<file path="src/rtl/mm4_pkg.sv">
// shared types and constants of the 4x4 fixed-point matrix multiplier
package mm4_pkg;

    localparam int INDEX_W     = 4;
    localparam int STEP_W      = 6;
    localparam int K_W         = 2;
    localparam int QUEUE_DEPTH = 4;
    localparam int QUEUE_AW    = 2;
    localparam int QUEUE_CW    = 3;

    localparam logic [INDEX_W-1:0] LAST_INDEX = 4'd15;
    localparam logic [K_W-1:0]     K_FIRST    = 2'd0;
    localparam logic [K_W-1:0]     K_LAST     = 2'd3;
    localparam logic [STEP_W-1:0]  STEP_LAST  = 6'd63;

    typedef enum logic [0:0] {
        S_IDLE,
        S_MAC
    } back_state_t;

    // queued request tag
    typedef struct packed {
        logic [INDEX_W-1:0] idx;
        logic               start;
    } mm4_tag_t;

    // control carried alongside the mac pipeline
    typedef struct packed {
        logic               valid;
        logic [K_W-1:0]     k;
        logic [INDEX_W-1:0] pos;
    } mm4_stage_t;

endpackage

</file>
<file path="src/rtl/mat4_multiply.sv">
// top level of the 4x4 fixed-point matrix multiplier
// Each request writes one column-major element of A and of B; the request with
// index 15 also starts C = A * B, and sixteen results follow in column-major
// order, rounded half up to the input format and clipped, with saturated set on
// a clipped element. A four-entry request queue decouples intake from the single
// shared multiply-accumulate unit, which does one product per cycle while no
// result is stalled. The back end loads one queued request at a time and takes no
// load while a product is issued; after the last issue, the last result passes
// through the store read, product, accumulator and result registers. A stalled
// result holds the whole multiply-accumulate pipeline. The queue keeps accepting
// up to four requests while a product is in progress.
module mat4_multiply
    import mm4_pkg::*;
#(
    parameter int DATA_WIDTH = 16,
    parameter int FRAC_BITS  = 12
) (
    input  logic                         clk,
    input  logic                         rst_n,
    input  logic                         in_valid,
    output logic                         in_stall,
    input  logic [INDEX_W-1:0]           element_index,
    input  logic signed [DATA_WIDTH-1:0] left_element,
    input  logic signed [DATA_WIDTH-1:0] right_element,
    output logic                         out_valid,
    input  logic                         out_stall,
    output logic [INDEX_W-1:0]           result_index,
    output logic signed [DATA_WIDTH-1:0] product_element,
    output logic                         saturated,
    output logic                         last
);

    logic                  q_valid;
    logic                  q_pop;
    mm4_tag_t              q_tag;
    logic [DATA_WIDTH-1:0] q_left;
    logic [DATA_WIDTH-1:0] q_right;

    mm4_front #(.DATA_WIDTH(DATA_WIDTH)) u_front (
        .clk           (clk),
        .rst_n         (rst_n),
        .in_valid      (in_valid),
        .in_stall      (in_stall),
        .element_index (element_index),
        .left_element  (left_element),
        .right_element (right_element),
        .q_valid       (q_valid),
        .q_pop         (q_pop),
        .q_tag         (q_tag),
        .q_left        (q_left),
        .q_right       (q_right)
    );

    mm4_back #(.DATA_WIDTH(DATA_WIDTH), .FRAC_BITS(FRAC_BITS)) u_back (
        .clk             (clk),
        .rst_n           (rst_n),
        .q_valid         (q_valid),
        .q_pop           (q_pop),
        .q_tag           (q_tag),
        .q_left          (q_left),
        .q_right         (q_right),
        .out_valid       (out_valid),
        .out_stall       (out_stall),
        .result_index    (result_index),
        .product_element (product_element),
        .saturated       (saturated),
        .last            (last)
    );

endmodule

</file>
<file path="src/rtl/mm4_ram.sv">
// generic single-write, single-read ram with registered read
module mm4_ram #(
    parameter int WIDTH = 16,
    parameter int DEPTH = 16
) (
    input  logic                     clk,
    input  logic                     we,
    input  logic [$clog2(DEPTH)-1:0] waddr,
    input  logic [WIDTH-1:0]         wdata,
    input  logic                     re,
    input  logic [$clog2(DEPTH)-1:0] raddr,
    output logic [WIDTH-1:0]         rdata
);

    logic [WIDTH-1:0] mem_reg [DEPTH];
    logic [WIDTH-1:0] rdata_reg;

    always_ff @(posedge clk)
    begin
        if (we)
        begin
            mem_reg[waddr] <= wdata;
        end
        if (re)
        begin
            rdata_reg <= mem_reg[raddr];
        end
    end

    assign rdata = rdata_reg;

endmodule

</file>
<file path="src/rtl/mm4_front.sv">
// request intake: tags each request and queues it for the mac sequencer
module mm4_front
    import mm4_pkg::*;
#(
    parameter int DATA_WIDTH = 16
) (
    input  logic                         clk,
    input  logic                         rst_n,
    input  logic                         in_valid,
    output logic                         in_stall,
    input  logic [INDEX_W-1:0]           element_index,
    input  logic signed [DATA_WIDTH-1:0] left_element,
    input  logic signed [DATA_WIDTH-1:0] right_element,
    output logic                         q_valid,
    input  logic                         q_pop,
    output mm4_tag_t                     q_tag,
    output logic [DATA_WIDTH-1:0]        q_left,
    output logic [DATA_WIDTH-1:0]        q_right
);

    mm4_tag_t                q_tag_reg   [QUEUE_DEPTH];
    logic [DATA_WIDTH-1:0]   q_left_reg  [QUEUE_DEPTH];
    logic [DATA_WIDTH-1:0]   q_right_reg [QUEUE_DEPTH];
    logic [QUEUE_AW-1:0]     wr_ptr_reg, wr_ptr_next;
    logic [QUEUE_AW-1:0]     rd_ptr_reg, rd_ptr_next;
    logic [QUEUE_CW-1:0]     count_reg, count_next;
    logic                    push, pop;
    mm4_tag_t                in_tag;

    assign in_stall  = (count_reg == QUEUE_CW'(QUEUE_DEPTH));
    assign push      = in_valid && !in_stall;
    assign pop       = q_valid && q_pop;
    assign q_valid   = (count_reg != '0);
    assign q_tag     = q_tag_reg[rd_ptr_reg];
    assign q_left    = q_left_reg[rd_ptr_reg];
    assign q_right   = q_right_reg[rd_ptr_reg];

    always_comb
    begin
        in_tag.idx   = element_index;
        in_tag.start = (element_index == LAST_INDEX);
        wr_ptr_next  = push ? wr_ptr_reg + 1'b1 : wr_ptr_reg;
        rd_ptr_next  = pop ? rd_ptr_reg + 1'b1 : rd_ptr_reg;
        count_next   = count_reg;
        if (push && !pop)
        begin
            count_next = count_reg + 1'b1;
        end
        else if (pop && !push)
        begin
            count_next = count_reg - 1'b1;
        end
    end

    always_ff @(posedge clk or negedge rst_n)
    begin
        if (!rst_n)
        begin
            wr_ptr_reg <= '0;
            rd_ptr_reg <= '0;
            count_reg  <= '0;
        end
        else
        begin
            wr_ptr_reg <= wr_ptr_next;
            rd_ptr_reg <= rd_ptr_next;
            count_reg  <= count_next;
        end
    end

    always_ff @(posedge clk)
    begin
        if (push)
        begin
            q_tag_reg[wr_ptr_reg]   <= in_tag;
            q_left_reg[wr_ptr_reg]  <= left_element;
            q_right_reg[wr_ptr_reg] <= right_element;
        end
    end

`ifndef ASSERT_OFF
    a_count_up: assert property (@(posedge clk) disable iff (!rst_n)
        (push && !pop) |=> (count_reg == $past(count_reg) + 1'b1))
        else $error("queue count did not follow a lone push");
`endif

endmodule

</file>
<file path="src/rtl/mm4_back.sv">
// store update, shared multiply-accumulate sequencer, rounding and result register
module mm4_back
    import mm4_pkg::*;
#(
    parameter int DATA_WIDTH = 16,
    parameter int FRAC_BITS  = 12
) (
    input  logic                         clk,
    input  logic                         rst_n,
    input  logic                         q_valid,
    output logic                         q_pop,
    input  mm4_tag_t                     q_tag,
    input  logic [DATA_WIDTH-1:0]        q_left,
    input  logic [DATA_WIDTH-1:0]        q_right,
    output logic                         out_valid,
    input  logic                         out_stall,
    output logic [INDEX_W-1:0]           result_index,
    output logic signed [DATA_WIDTH-1:0] product_element,
    output logic                         saturated,
    output logic                         last
);

    localparam int PROD_W = 2 * DATA_WIDTH;
    // wide enough for the full sum and for the rounding constant
    localparam int ACC_W  = (2 * DATA_WIDTH + 2 > FRAC_BITS + 2) ?
        2 * DATA_WIDTH + 2 : FRAC_BITS + 2;
    localparam logic signed [ACC_W-1:0] ROUND_C = (FRAC_BITS > 0) ?
        (ACC_W'(1) << ((FRAC_BITS > 0) ? FRAC_BITS - 1 : 0)) : '0;
    localparam logic [DATA_WIDTH-1:0] MAX_C = {1'b0, {(DATA_WIDTH-1){1'b1}}};
    localparam logic [DATA_WIDTH-1:0] MIN_C = {1'b1, {(DATA_WIDTH-1){1'b0}}};

    back_state_t              state_reg, state_next;
    logic [STEP_W-1:0]        step_reg, step_next;
    mm4_stage_t               s1_reg, s1_next;
    mm4_stage_t               s2_reg;
    mm4_stage_t               s3_reg, s3_next;
    logic                     out_valid_reg;
    logic                     advance;
    logic                     issue;
    logic [INDEX_W-1:0]       left_raddr, right_raddr;
    logic [DATA_WIDTH-1:0]    left_rd, right_rd;
    logic signed [PROD_W-1:0] prod_reg;
    logic signed [ACC_W-1:0]  acc_reg;
    logic signed [ACC_W-1:0]  acc_sum;
    logic signed [ACC_W-1:0]  rounded;
    logic signed [ACC_W-1:0]  shifted;
    logic                     ovf_hi, ovf_lo;
    logic [DATA_WIDTH-1:0]    clipped;
    logic [INDEX_W-1:0]       index_reg;
    logic [DATA_WIDTH-1:0]    value_reg;
    logic                     sat_reg;
    logic                     last_reg;

    assign advance = !out_valid_reg || !out_stall;
    assign q_pop   = (state_reg == S_IDLE) && q_valid;
    assign issue   = (state_reg == S_MAC) && advance;

    // A is read down row r at 4k+r, B down column c at 4c+k
    assign left_raddr  = {step_reg[1:0], step_reg[3:2]};
    assign right_raddr = {step_reg[5:4], step_reg[1:0]};

    mm4_ram #(.WIDTH(DATA_WIDTH), .DEPTH(16)) u_left_store (
        .clk   (clk),
        .we    (q_pop),
        .waddr (q_tag.idx),
        .wdata (q_left),
        .re    (issue),
        .raddr (left_raddr),
        .rdata (left_rd)
    );

    mm4_ram #(.WIDTH(DATA_WIDTH), .DEPTH(16)) u_right_store (
        .clk   (clk),
        .we    (q_pop),
        .waddr (q_tag.idx),
        .wdata (q_right),
        .re    (issue),
        .raddr (right_raddr),
        .rdata (right_rd)
    );

    always_comb
    begin
        state_next = state_reg;
        step_next  = step_reg;
        case (state_reg)
            S_IDLE:
            begin
                if (q_pop && q_tag.start)
                begin
                    state_next = S_MAC;
                    step_next  = '0;
                end
            end
            S_MAC:
            begin
                if (advance)
                begin
                    step_next = step_reg + 1'b1;
                    if (step_reg == STEP_LAST)
                    begin
                        state_next = S_IDLE;
                    end
                end
            end
            default:
            begin
                state_next = S_IDLE;
            end
        endcase
    end

    always_comb
    begin
        s1_next.valid = issue;
        s1_next.k     = step_reg[1:0];
        s1_next.pos   = step_reg[5:2];
        s3_next.valid = s2_reg.valid && (s2_reg.k == K_LAST);
        s3_next.k     = s2_reg.k;
        s3_next.pos   = s2_reg.pos;
    end

    assign acc_sum = ((s2_reg.k == K_FIRST) ? ACC_W'(0) : acc_reg)
                   + ACC_W'(prod_reg);

    // round half up, then clip to the output range
    assign rounded = acc_reg + ROUND_C;
    assign shifted = rounded >>> FRAC_BITS;
    assign ovf_hi  = !shifted[ACC_W-1] && (|shifted[ACC_W-1:DATA_WIDTH-1]);
    assign ovf_lo  = shifted[ACC_W-1] && !(&shifted[ACC_W-1:DATA_WIDTH-1]);
    assign clipped = ovf_hi ? MAX_C : (ovf_lo ? MIN_C : shifted[DATA_WIDTH-1:0]);

    always_ff @(posedge clk or negedge rst_n)
    begin
        if (!rst_n)
        begin
            state_reg     <= S_IDLE;
            step_reg      <= '0;
            s1_reg        <= '0;
            s2_reg        <= '0;
            s3_reg        <= '0;
            out_valid_reg <= 1'b0;
        end
        else
        begin
            state_reg <= state_next;
            step_reg  <= step_next;
            if (advance)
            begin
                s1_reg        <= s1_next;
                s2_reg        <= s1_reg;
                s3_reg        <= s3_next;
                out_valid_reg <= s3_reg.valid;
            end
        end
    end

    always_ff @(posedge clk)
    begin
        if (advance)
        begin
            prod_reg <= $signed(left_rd) * $signed(right_rd);
            if (s2_reg.valid)
            begin
                acc_reg <= acc_sum;
            end
            if (s3_reg.valid)
            begin
                index_reg <= s3_reg.pos;
                value_reg <= clipped;
                sat_reg   <= ovf_hi || ovf_lo;
                last_reg  <= (s3_reg.pos == LAST_INDEX);
            end
        end
    end

    assign out_valid       = out_valid_reg;
    assign result_index    = index_reg;
    assign product_element = value_reg;
    assign saturated       = sat_reg;
    assign last            = last_reg;

`ifndef ASSERT_OFF
    a_freeze: assert property (@(posedge clk) disable iff (!rst_n)
        (out_valid_reg && out_stall && state_reg == S_MAC)
            |=> ($stable(step_reg) && $stable(s3_reg)))
        else $error("mac pipeline moved while result stalled");
    a_sum_done: assert property (@(posedge clk) disable iff (!rst_n)
        (advance && s2_reg.valid && s2_reg.k == K_LAST) |=> s3_reg.valid)
        else $error("fourth product did not close the sum");
    a_run_end: assert property (@(posedge clk) disable iff (!rst_n)
        (issue && step_reg == STEP_LAST) |=> (state_reg == S_IDLE))
        else $error("sequencer overran the last step");
`endif

endmodule
</file>
<file path="config.mk">
export PLATFORM = sky130hd
export DESIGN_NAME = mat4_multiply
export DESIGN_NICKNAME = d
export VERILOG_FILES = /design/src/rtl/mm4_pkg.sv /design/src/rtl/mat4_multiply.sv /design/src/rtl/mm4_ram.sv /design/src/rtl/mm4_front.sv /design/src/rtl/mm4_back.sv
export SDC_FILE = /design/constraint.sdc
export NUM_CORES = 1
export LEC_CHECK = 0
export ABC_AREA = 1
export BUFFER_PORTS_ARGS = -buffer_cell sky130_fd_sc_hd__buf_2
export CORE_UTILIZATION = 30
export CTS_BUF_LIST = sky130_fd_sc_hd__clkbuf_4
export CTS_CLUSTER_DIAMETER = 30
export CTS_CLUSTER_SIZE = 28
export DETAILED_ROUTE_END_ITERATION = 7
export GPL_ROUTABILITY_DRIVEN = 0
export GPL_TIMING_DRIVEN = 0
export PLACE_DENSITY = 0.47
export SLEW_MARGIN = 20
export SYNTH_ARGS = -nofsm -noshare
export SYNTH_HDL_FRONTEND = slang
export SYNTH_SLANG_ARGS = --single-unit
</file>
<file path="constraint.sdc">
create_clock -name clk -period 9.4 [get_ports clk]
set_clock_uncertainty 0.1 [all_clocks]
set_input_delay 1.88 -clock clk [delete_from_list [all_inputs] [get_ports clk]]
set_output_delay 1.88 -clock clk [all_outputs]
set_load 0.03 [all_outputs]
</file>
After elaboration in Yosys (flattened, before gate mapping)
Memories as Yosys holds them, arrays and structs flattened. A register that Yosys moved wholly into a read port is not among the register bits.
Cells that the tools add are included.
{"block": "totals", "input_bits": 40, "ram_bits": 660, "memories": 5, "register_bits": 122, "elab_cells": 83, "out_inout_bits": 24}
{"name": "u_back.u_left_store.mem_reg", "words": 16, "word_bits": 16, "rd": 1, "rd_clocked_by_memory_dff": 1, "write_ports": 1, "line": "mm4_ram.sv:15", "rtl": "logic [WIDTH-1:0] mem_reg [DEPTH];"}
{"name": "u_back.u_right_store.mem_reg", "words": 16, "word_bits": 16, "rd": 1, "rd_clocked_by_memory_dff": 1, "write_ports": 1, "line": "mm4_ram.sv:15"}
{"name": "u_front.q_left_reg", "words": 4, "word_bits": 16, "rd": 1, "rd_clocked_by_memory_dff": 0, "write_ports": 1, "line": "mm4_front.sv:22", "rtl": "logic [DATA_WIDTH-1:0] q_left_reg [QUEUE_DEPTH];"}
{"name": "u_front.q_right_reg", "words": 4, "word_bits": 16, "rd": 1, "rd_clocked_by_memory_dff": 0, "write_ports": 1, "line": "mm4_front.sv:23", "rtl": "logic [DATA_WIDTH-1:0] q_right_reg [QUEUE_DEPTH];"}
{"name": "u_front.q_tag_reg", "words": 4, "word_bits": 5, "rd": 1, "rd_clocked_by_memory_dff": 0, "write_ports": 1, "line": "mm4_front.sv:21", "rtl": "mm4_tag_t q_tag_reg [QUEUE_DEPTH];"}
{"block": "op_classes", "n_mux": 15, "n_mul": 1, "reduce_logical": 27, "add_sub_neg": 7, "eq_ne": 7, "bitwise_logic": 1}
{"cell": "34-bit by 13-bit adder with 34-bit output, second input constant", "count": 1}
{"cell": "34-bit by 32-bit adder with 34-bit output", "count": 1}
{"cell": "34-bit two-way mux", "count": 1}
{"cell": "16-bit by 16-bit multiplier with 32-bit output", "count": 1}
{"cell": "16-bit two-way mux", "count": 1}
{"cell": "6-bit two-way mux", "count": 2}
{"cell": "6-bit case mux with 2 select lines", "count": 1}
{"cell": "1-bit logical AND", "count": 10}
{"cell": "4-bit == test, second input constant", "count": 2}
{"cell": "1-bit zero test", "count": 7}
{"cell": "1-bit two-way mux", "count": 7}
{"cell": "7-bit AND reduction", "count": 1}
{"cell": "7-bit OR reduction", "count": 1}
{"cell": "6-bit by 1-bit adder with 6-bit output, second input constant", "count": 1}
{"cell": "6-bit == test, second input constant", "count": 1}
{"cell": "3-bit two-way mux", "count": 2}
{"cell": "2-bit AND reduction", "count": 3}
{"cell": "2-bit by 1-bit adder with 2-bit output, second input constant", "count": 2}
{"cell": "2-bit inequality test, second input constant", "count": 2}
{"cell": "3-bit by 1-bit adder with 3-bit output, second input constant", "count": 1}
{"cell": "3-bit == test, second input constant", "count": 1}
{"cell": "3-bit nonzero test", "count": 1}
{"cell": "3-bit by 1-bit subtractor with 3-bit output, second input constant", "count": 1}
{"cell": "2-bit == test, second input constant", "count": 1}
{"cell": "other kinds (5)", "count": 6}

Depth between registers and ports, before layout
Gate-level depths: netlist of the first run.
{"block": "logic_depth", "ltp_word": 7, "ltp_mapped": 26, "mapped_depth_nobuf": 24}

By module
From an unflattened synthesis of the first run, not the netlist that was laid out.
{"block": "hier_totals", "cells_unflattened": 4828, "hier_area_um2": 46789.9}
{"module": "mm4_ram", "cells_each": 1074, "instances": 2, "seq_area_each_um2": 8167.8, "area_each_um2": 11541.1}
{"module": "mm4_back", "cells_each": 2185, "instances": 1, "seq_area_each_um2": 3318.2, "area_each_um2": 17315.4}
{"module": "mm4_front", "cells_each": 495, "instances": 1, "seq_area_each_um2": 4619.4, "area_each_um2": 6392.4}

Worst setup path before layout of the first run
No wires, ideal clock.
{"block": "synth_timing", "path_kind": "register to register", "startpoint": "register u_back.u_left_store.rdata_reg[15], in the netlist u_back.u_left_store.rdata[15], read port of u_back.u_left_store.mem_reg", "endpoint": "register u_back.prod_reg[31], data pin", "synth_period_minus_slack_ps": 5839, "setup_time_ps": 258, "n_path_buf": 1, "path_slack_ps": 3561, "path_stages_with_launch": 21, "t_required_ps": 9042, "arrival_time_ps": 5481, "cell_sequence": "edfxtp_1 -> clkbuf_1 -> nand2_1 -> inv_1 -> fa_1 -> fa_1 -> inv_1 -> fa_1 -> fa_1 -> fa_1 -> fa_1 -> inv_1 -> ha_1 -> nand2_1 -> nor3_1 -> nand2_1 -> or2_2 -> nand3_1 -> inv_1 -> nand2_1 -> nand2_1"}
{"block": "synth_between", "elab_chain_cells": 1}
{"item": "from (decl)", "line": "mm4_ram.sv:16", "rtl": "logic [WIDTH-1:0] rdata_reg;"}
{"item": "16-bit by 16-bit multiplier with 32-bit output", "line": "mm4_back.sv:162", "rtl": "prod_reg <= $signed(left_rd) * $signed(right_rd);"}
{"item": "to (signal assigned)", "line": "mm4_back.sv:162"}
{"item": "to (decl)", "line": "mm4_back.sv:42", "rtl": "logic signed [PROD_W-1:0] prod_reg;"}
No other way between the ends.
A chain may end at the register's enable or synchronous reset.

Worst setup path after layout of the first run
{"block": "layout_timing", "startpoint": "register u_back.u_right_store.rdata_reg[5], in the netlist u_back.u_right_store.rdata[5], read port of u_back.u_right_store.mem_reg", "endpoint": "register u_back.prod_reg[31], data pin"}
{"block": "layout_between", "elab_chain_cells": 1}
{"item": "from (decl)", "line": "mm4_ram.sv:16"}
{"item": "16-bit by 16-bit multiplier with 32-bit output", "line": "mm4_back.sv:162"}
No other way between the ends.

==> impl_metrics.csv, run 1 <==
group,metric,value,unit
outcome,status,"complete, no violations",
logic_synthesis,synthTopCellsByArea,"edfxtp_1, fa_1, inv_1",
grt,grt-busiest-layer,"met2",
routing,drt_drc_violations_left,0,
logic_synthesis,yosys.area.top_type,"edfxtp_1",
critical_path,reg2reg_slack,2.42,ns
critical_path,worst-setup-path-type,"reg2reg",
routing,avgRoutedWirePerCell,20.5,um
critical_path,crit_fanout,10,
timing,fin_tns_setup,0,ns
worst_hold_path,hold_start,"u_back.s3_reg[0]",
logic_synthesis,synth_warnings,0,
cts,clockBufferDepth,3,
routing,dr.pass1.iters,6,
logic_synthesis,synth_area,43800,um^2
logic_synthesis,synth_seq_cells,814,
placement,dpl.hpwl,94.2,mm
critical_path,r2r-start,"u_back.u_right_store.rdata[5]",
cts,post-cts-setup-buffer-count,0,
grt,grt_overflow,0,
logic_synthesis,synth_ff_type,"edfxtp_1",
timing,layout_min_cycle_time,6.98,ns
cts,cts_buffers,175,
critical_path,cp.required,10.14,ns
floorplan,die_x,384,um
logic_synthesis,ys_types,44,
finish,fillCellCount,14600,
timing,setup_viol,0,
grt,globalRouteTotalUtil,17.8,%
critical_path,r2r_cells,21,
timing,hold_viol,0,
finish,areaGrowthSynthToFinish,16.0,%
timing,worst_pin_slew,0.952,ns
logic_synthesis,yosysTopAreaCellShare,53.4,%
routing,drt-initial-drc-count,2593,
timing,slew_headroom,36.6,%
floorplan,core-area,144000,um^2
cts,cts_tree,"yes",
timing,rsz0062_at_grt,"no",
grt,grt_start_max_net_pins,35,
grt,grt_pass1_vias,30700,
critical_path,critPathArrivalTime,7.72,ns
cts,hold_buffers,0,
grt,antenna_found_initial,2,
worst_hold_path,whs_path_depth,0,
routing,ant_nets,0,
critical_path,r2r_end,"u_back.prod_reg[31]",
cts,clock-sinks,814,
critical_path,cp-end-kind,"flop",
cts,cts_resized,0,
timing,slew_violations,0,
logic_synthesis,synth_edf_count,780,
grt,use_met3,2.56,%
floorplan,design.die.area,148000,um^2
floorplan,core.rowCount,139,
finish,drive_gt1_share,11.4,%
cts,insertion_delay,1.19,ns
cts,clockRootBuffer,"clkbuf_4",
timing,period_share,74.2,%
cts,h-tree-depth,4,
floorplan,die_h,384,um
routing,viasPerCell,4.76,
logic_synthesis,async_flop_share,4.18,%
job,cap_viol_max_count,0,
routing,routed_wl,130,mm
logic_synthesis,yosysMostFrequentCell,"edfxtp_1",
worst_hold_path,whs_endpoint,"u_back.result_index[0]",
placement,io_buffers,63,
routing,num_vias,30300,
cts,path_clk_slew,0.09,ns
critical_path,critPathLaunchType,"flop",
grt,grt_first_pass_wirelength,196,mm
floorplan,io_pins,64,
logic_synthesis,syn_avg_cell_area,10.9,um^2
logic_synthesis,syn_inst,4012,
logic_synthesis,ys_top_cells_by_count,"edfxtp_1, inv_1, nand2_1",
logic_synthesis,yosysSeqAreaShare,55.4,%
worst_hold_path,hp-class,"reg2reg",
grt,grt_use_met2,29.1,%
finish,nNetsFinal,4727,
timing,max_freq,143,MHz
logic_synthesis,synth_fp_nets,4438,
grt,use_met1,24.5,%
floorplan,initial_core_util,30.4,%
-- how the worst max path moves through the flow --
stage	start	endpoint	slack [ns]
2_1_floorplan	u_back.u_left_store.rdata[15]	u_back.prod_reg[31]	3.56
3_3_place_gp	u_back.u_left_store.rdata[7]	u_back.prod_reg[31]	2.43
3_5_place_dp	u_back.u_left_store.rdata[7]	u_back.prod_reg[31]	2.45
4_1_cts	u_back.u_right_store.rdata[5]	u_back.prod_reg[31]	2.40
5_1_grt	u_back.u_right_store.rdata[5]	u_back.prod_reg[31]	1.96
6_report	u_back.u_right_store.rdata[5]	u_back.prod_reg[31]	2.42
-- kinds of logic (layout without fill, tap and decap cells) --
| logic type | after synthesis | in the layout | synth area share (%) |
|---|---|---|---|
| multiplexers | 1 | 1 | 0.0257 |
| buffers and inverters | 788 | 1229 | 6.80 |
| other | 0 | 7 | 0 |
| AO/OA/AOI/OAI | 713 | 713 | 9.60 |
| flip-flops | 814 | 814 | 55.4 |
| adder cells (fa/ha/maj) | 386 | 386 | 15.5 |
| AND/OR/NAND/NOR | 1236 | 1236 | 11.2 |
| XOR/XNOR | 74 | 74 | 1.48 |
-- through the flow --
stage / instance area, um^2 / hold WS (ns) / cells / utilization [%] / worst slack, ns
3_5_place_dp: 47800 / 0.342 / 6027 / 33.1 / 2.45
6_report: 50800 / 0.322 / 6363 / 35.2 / 2.42
4_1_cts: 50800 / 0.311 / 6356 / 35.2 / 2.40
2_1_floorplan: 43800 / 0.325 / 4012 / - / 3.56
3_3_place_gp: 46500 / 0.335 / 5978 / 32.2 / 2.43
5_1_grt: 50800 / 0.353 / 6362 / 35.2 / 1.96
-- routing by layer --
| layer | vias to the layer above | part of all wire, % |
|---|---|---|
| met3 | 171 | 5.2 |
| met2 | 856 | 47 |
| li1 | 14200 | - |
| met4 | 0 | 1.8 |
| met5 | - | 0 |
| met1 | 15000 | 46 |
-- layout by cell type (no fill, tap or decap), types with 69 or more instances in the layout --
master      n
fa_1      264
nor2_1    480
clkbuf_4  194
o21ai_0   396
o221ai_1   97
edfxtp_1  780
nand3_1    94
ha_1      122
nand2_1   585
inv_1     589
buf_2      69
a21oi_1    75
clkbuf_1  177
-- area by class of cell --
cell class	instances	area (um^2)	area share [%]
clock buffers	194	1460	2.86
well taps	1903	2380	4.68
multi-input cells	2410	16900	33.3
clock inverters	135	1510	2.98
inverters	594	2230	4.39
repair buffers	112	1270	2.49
diodes	7	17.5	0.0345
flip-flops and latches	814	24300	47.7
plain buffers	194	753	1.48
-- critical path, stage by stage (launching register included) --
cell and delay (ns):
edfxtp_1 0.33, clkbuf_1 0.47, clkbuf_1 0.50, nand2_1 0.22, fa_1 0.55, inv_1 0.07
fa_1 0.73, inv_1 0.16, fa_1 0.51, fa_1 0.57, fa_1 0.43, fa_1 0.49
inv_1 0.04, ha_1 0.38, nand2_1 0.12, nor3_1 0.23, nand2_1 0.11, or2_2 0.30
nand3_1 0.15, inv_1 0.06, nand2_1 0.06, nand2_1 0.06
Power of run 1 is not shown: default switching activity piles up to over one toggle a cycle in this logic, so the estimate is an artifact.
==> run 2: changes to the inputs <==
Settings changed: PLACE_DENSITY 0.47 to 0.48.
Clock period 9.4 ns to 6.2 ns, I/O delays scaled along.
==> impl_metrics.csv, run 2 (synthesis gave the netlist of run 1 again) <==
group,metric,value,unit
timing,setup_ws,0.107,ns
critical_path,cp.required,6.92,ns
cts,clock-sinks,814,
finish,nNetsFinal,4742,
critical_path,cp-end-kind,"flop",
timing,hold_viol,0,
placement,dpl.hpwl,94.1,mm
critical_path,crit_family,"adder cells",
cts,path_clk_slew,0.08,ns
floorplan,core-area,144000,um^2
worst_hold_path,hp-class,"in2async",
timing,holdWs,0.0689,ns
cts,h-tree-depth,4,
timing,setup_viol,0,
cts,cts_tree,"yes",
routing,viasPerCell,4.80,
finish,final_common_cell,"edfxtp_1",
routing,num_vias,30600,
critical_path,r2r_end,"u_back.prod_reg[25]",
grt,grt_first_pass_wirelength,195,mm
critical_path,r2r_cells,19,
cts,cts_buffers,168,
routing,avgRoutedWirePerCell,20.5,um
floorplan,design.die.area,148000,um^2
floorplan,io_pins,64,
critical_path,critPathLaunchType,"flop",
floorplan,die_h,384,um
grt,antenna_found_initial,3,
placement,place_ws,-0.818,ns
finish,post-route-util,35.4,%
outcome,status,"complete, no violations",
finish,finalNonFillerCells,6371,
critical_path,r2r-start,"u_back.u_right_store.rdata[3]",
routing,drt_drc_violations_left,0,
timing,slew_violations,0,
timing,rsz0062_at_grt,"yes",
grt,grt_start_max_net_pins,35,
routing,dr.pass1.iters,6,
critical_path,reg2reg_slack,0.11,ns
cts,hold_buffers,0,
critical_path,cpMostUsedCell,"fa_1",
finish,drive_gt1_share,13.1,%
timing,period_share,98.3,%
grt,grt_overflow,0,
floorplan,die_x,384,um
routing,ant_nets,0,
critical_path,slowest_delay,0.65,ns
routing,drt-initial-drc-count,2659,
critical_path,critPathArrivalTime,6.82,ns
timing,max_freq,164,MHz
grt,grt_pass1_vias,30500,
finish,final_cell_mix,"edfxtp_1, inv_1, nand2_1",
timing,slew_headroom,38.6,%
critical_path,cp_slowest_cell,"fa_2",
grt,globalRouteTotalUtil,17.7,%
cts,insertion_delay,1.08,ns
job,cap_viol_max_count,0,
critical_path,crit_chain,"buf_4, buf_4, nand2_1, inv_1, fa_2, fa_2, buf_4, fa_1, fa_1, fa_1, inv_1, fa_1, inv_1, ha_2, nand2_1, nor3_1, nand3_1, o211ai_1, xor2_1",
cts,clockRootBuffer,"clkbuf_4",
cts,clockBufferDepth,3,
placement,numPlacedInstances,6029,
critical_path,crit_fanout,5,
critical_path,worst-setup-path-type,"reg2reg",
routing,routed_wl,130,mm
timing,worst_pin_slew,0.920,ns
placement,io_buffers,63,
critical_path,path_buf_inv,6,
finish,areaGrowthSynthToFinish,16.7,%
timing,layout_min_cycle_time,6.09,ns
floorplan,initial_core_util,30.4,%
floorplan,core.rowCount,139,
==> run 2: changes by cell type in the layout (fill, tap and decap cells not counted), sizes merged <==
cell,delta
clkinv,+1
clkinvlp,-4
bufinv,-2
buf,+57
clkbuf,-43
inv,-1
==> run 2: final cells by class <==
cell class | count | area, um^2
Fill cell | 14500 | 93200
Tap cell | 1903 | 2380
Inverter | 594 | 2230
Clock inverter | 129 | 1390
Timing Repair Buffer | 160 | 1680
Buffer | 168 | 726
Antenna cell | 7 | 17.5
Clock buffer | 186 | 1400
Multi-Input combinational cell | 2410 | 17100
Sequential cell | 814 | 24300
==> run 2: what timing repair did <==
action,4_1_cts,5_1_grt
buffers inserted,35,11
gates cloned,0,0
setup endpoints to repair,20,12
pin swaps,1,4
gates resized for setup,35,51
==> run 2: layer usage <==
layer / up-vias / GRT usage [%] / share of wire [%]
met4: 0 / 4.85 / 2.2
met1: 15200 / 24.5 / 45
li1: 14200 / - / -
met3: 184 / 2.52 / 5.8
met2: 945 / 28.9 / 47
met5: - / 0 / 0
==> run 2: worst max-delay path by stage <==
| stage | start | end | cells after the start |
|---|---|---|---|
| CTS | u_back.u_left_store.rdata[15] | u_back.prod_reg[31] | 21 |
| global route | u_back.u_right_store.rdata[3] | u_back.prod_reg[31] | 22 |
| finish | u_back.u_right_store.rdata[3] | u_back.prod_reg[25] | 19 |
| floorplan | u_back.u_left_store.rdata[15] | u_back.prod_reg[31] | 20 |
| global placement | u_back.u_left_store.rdata[7] | u_back.prod_reg[31] | 23 |
| detailed placement | u_back.u_left_store.rdata[7] | u_back.prod_reg[31] | 23 |
==> run 2: through the flow <==
step | area [um^2] | setup TNS (ns)
3_5_place_dp | 47900 | -10.40
2_1_floorplan | 43800 | 0
5_1_grt | 51100 | -0.103
6_report | 51100 | 0
3_3_place_gp | 46500 | -9.67
4_1_cts | 50900 | 0
Power of run 2 is left out for the same reason.
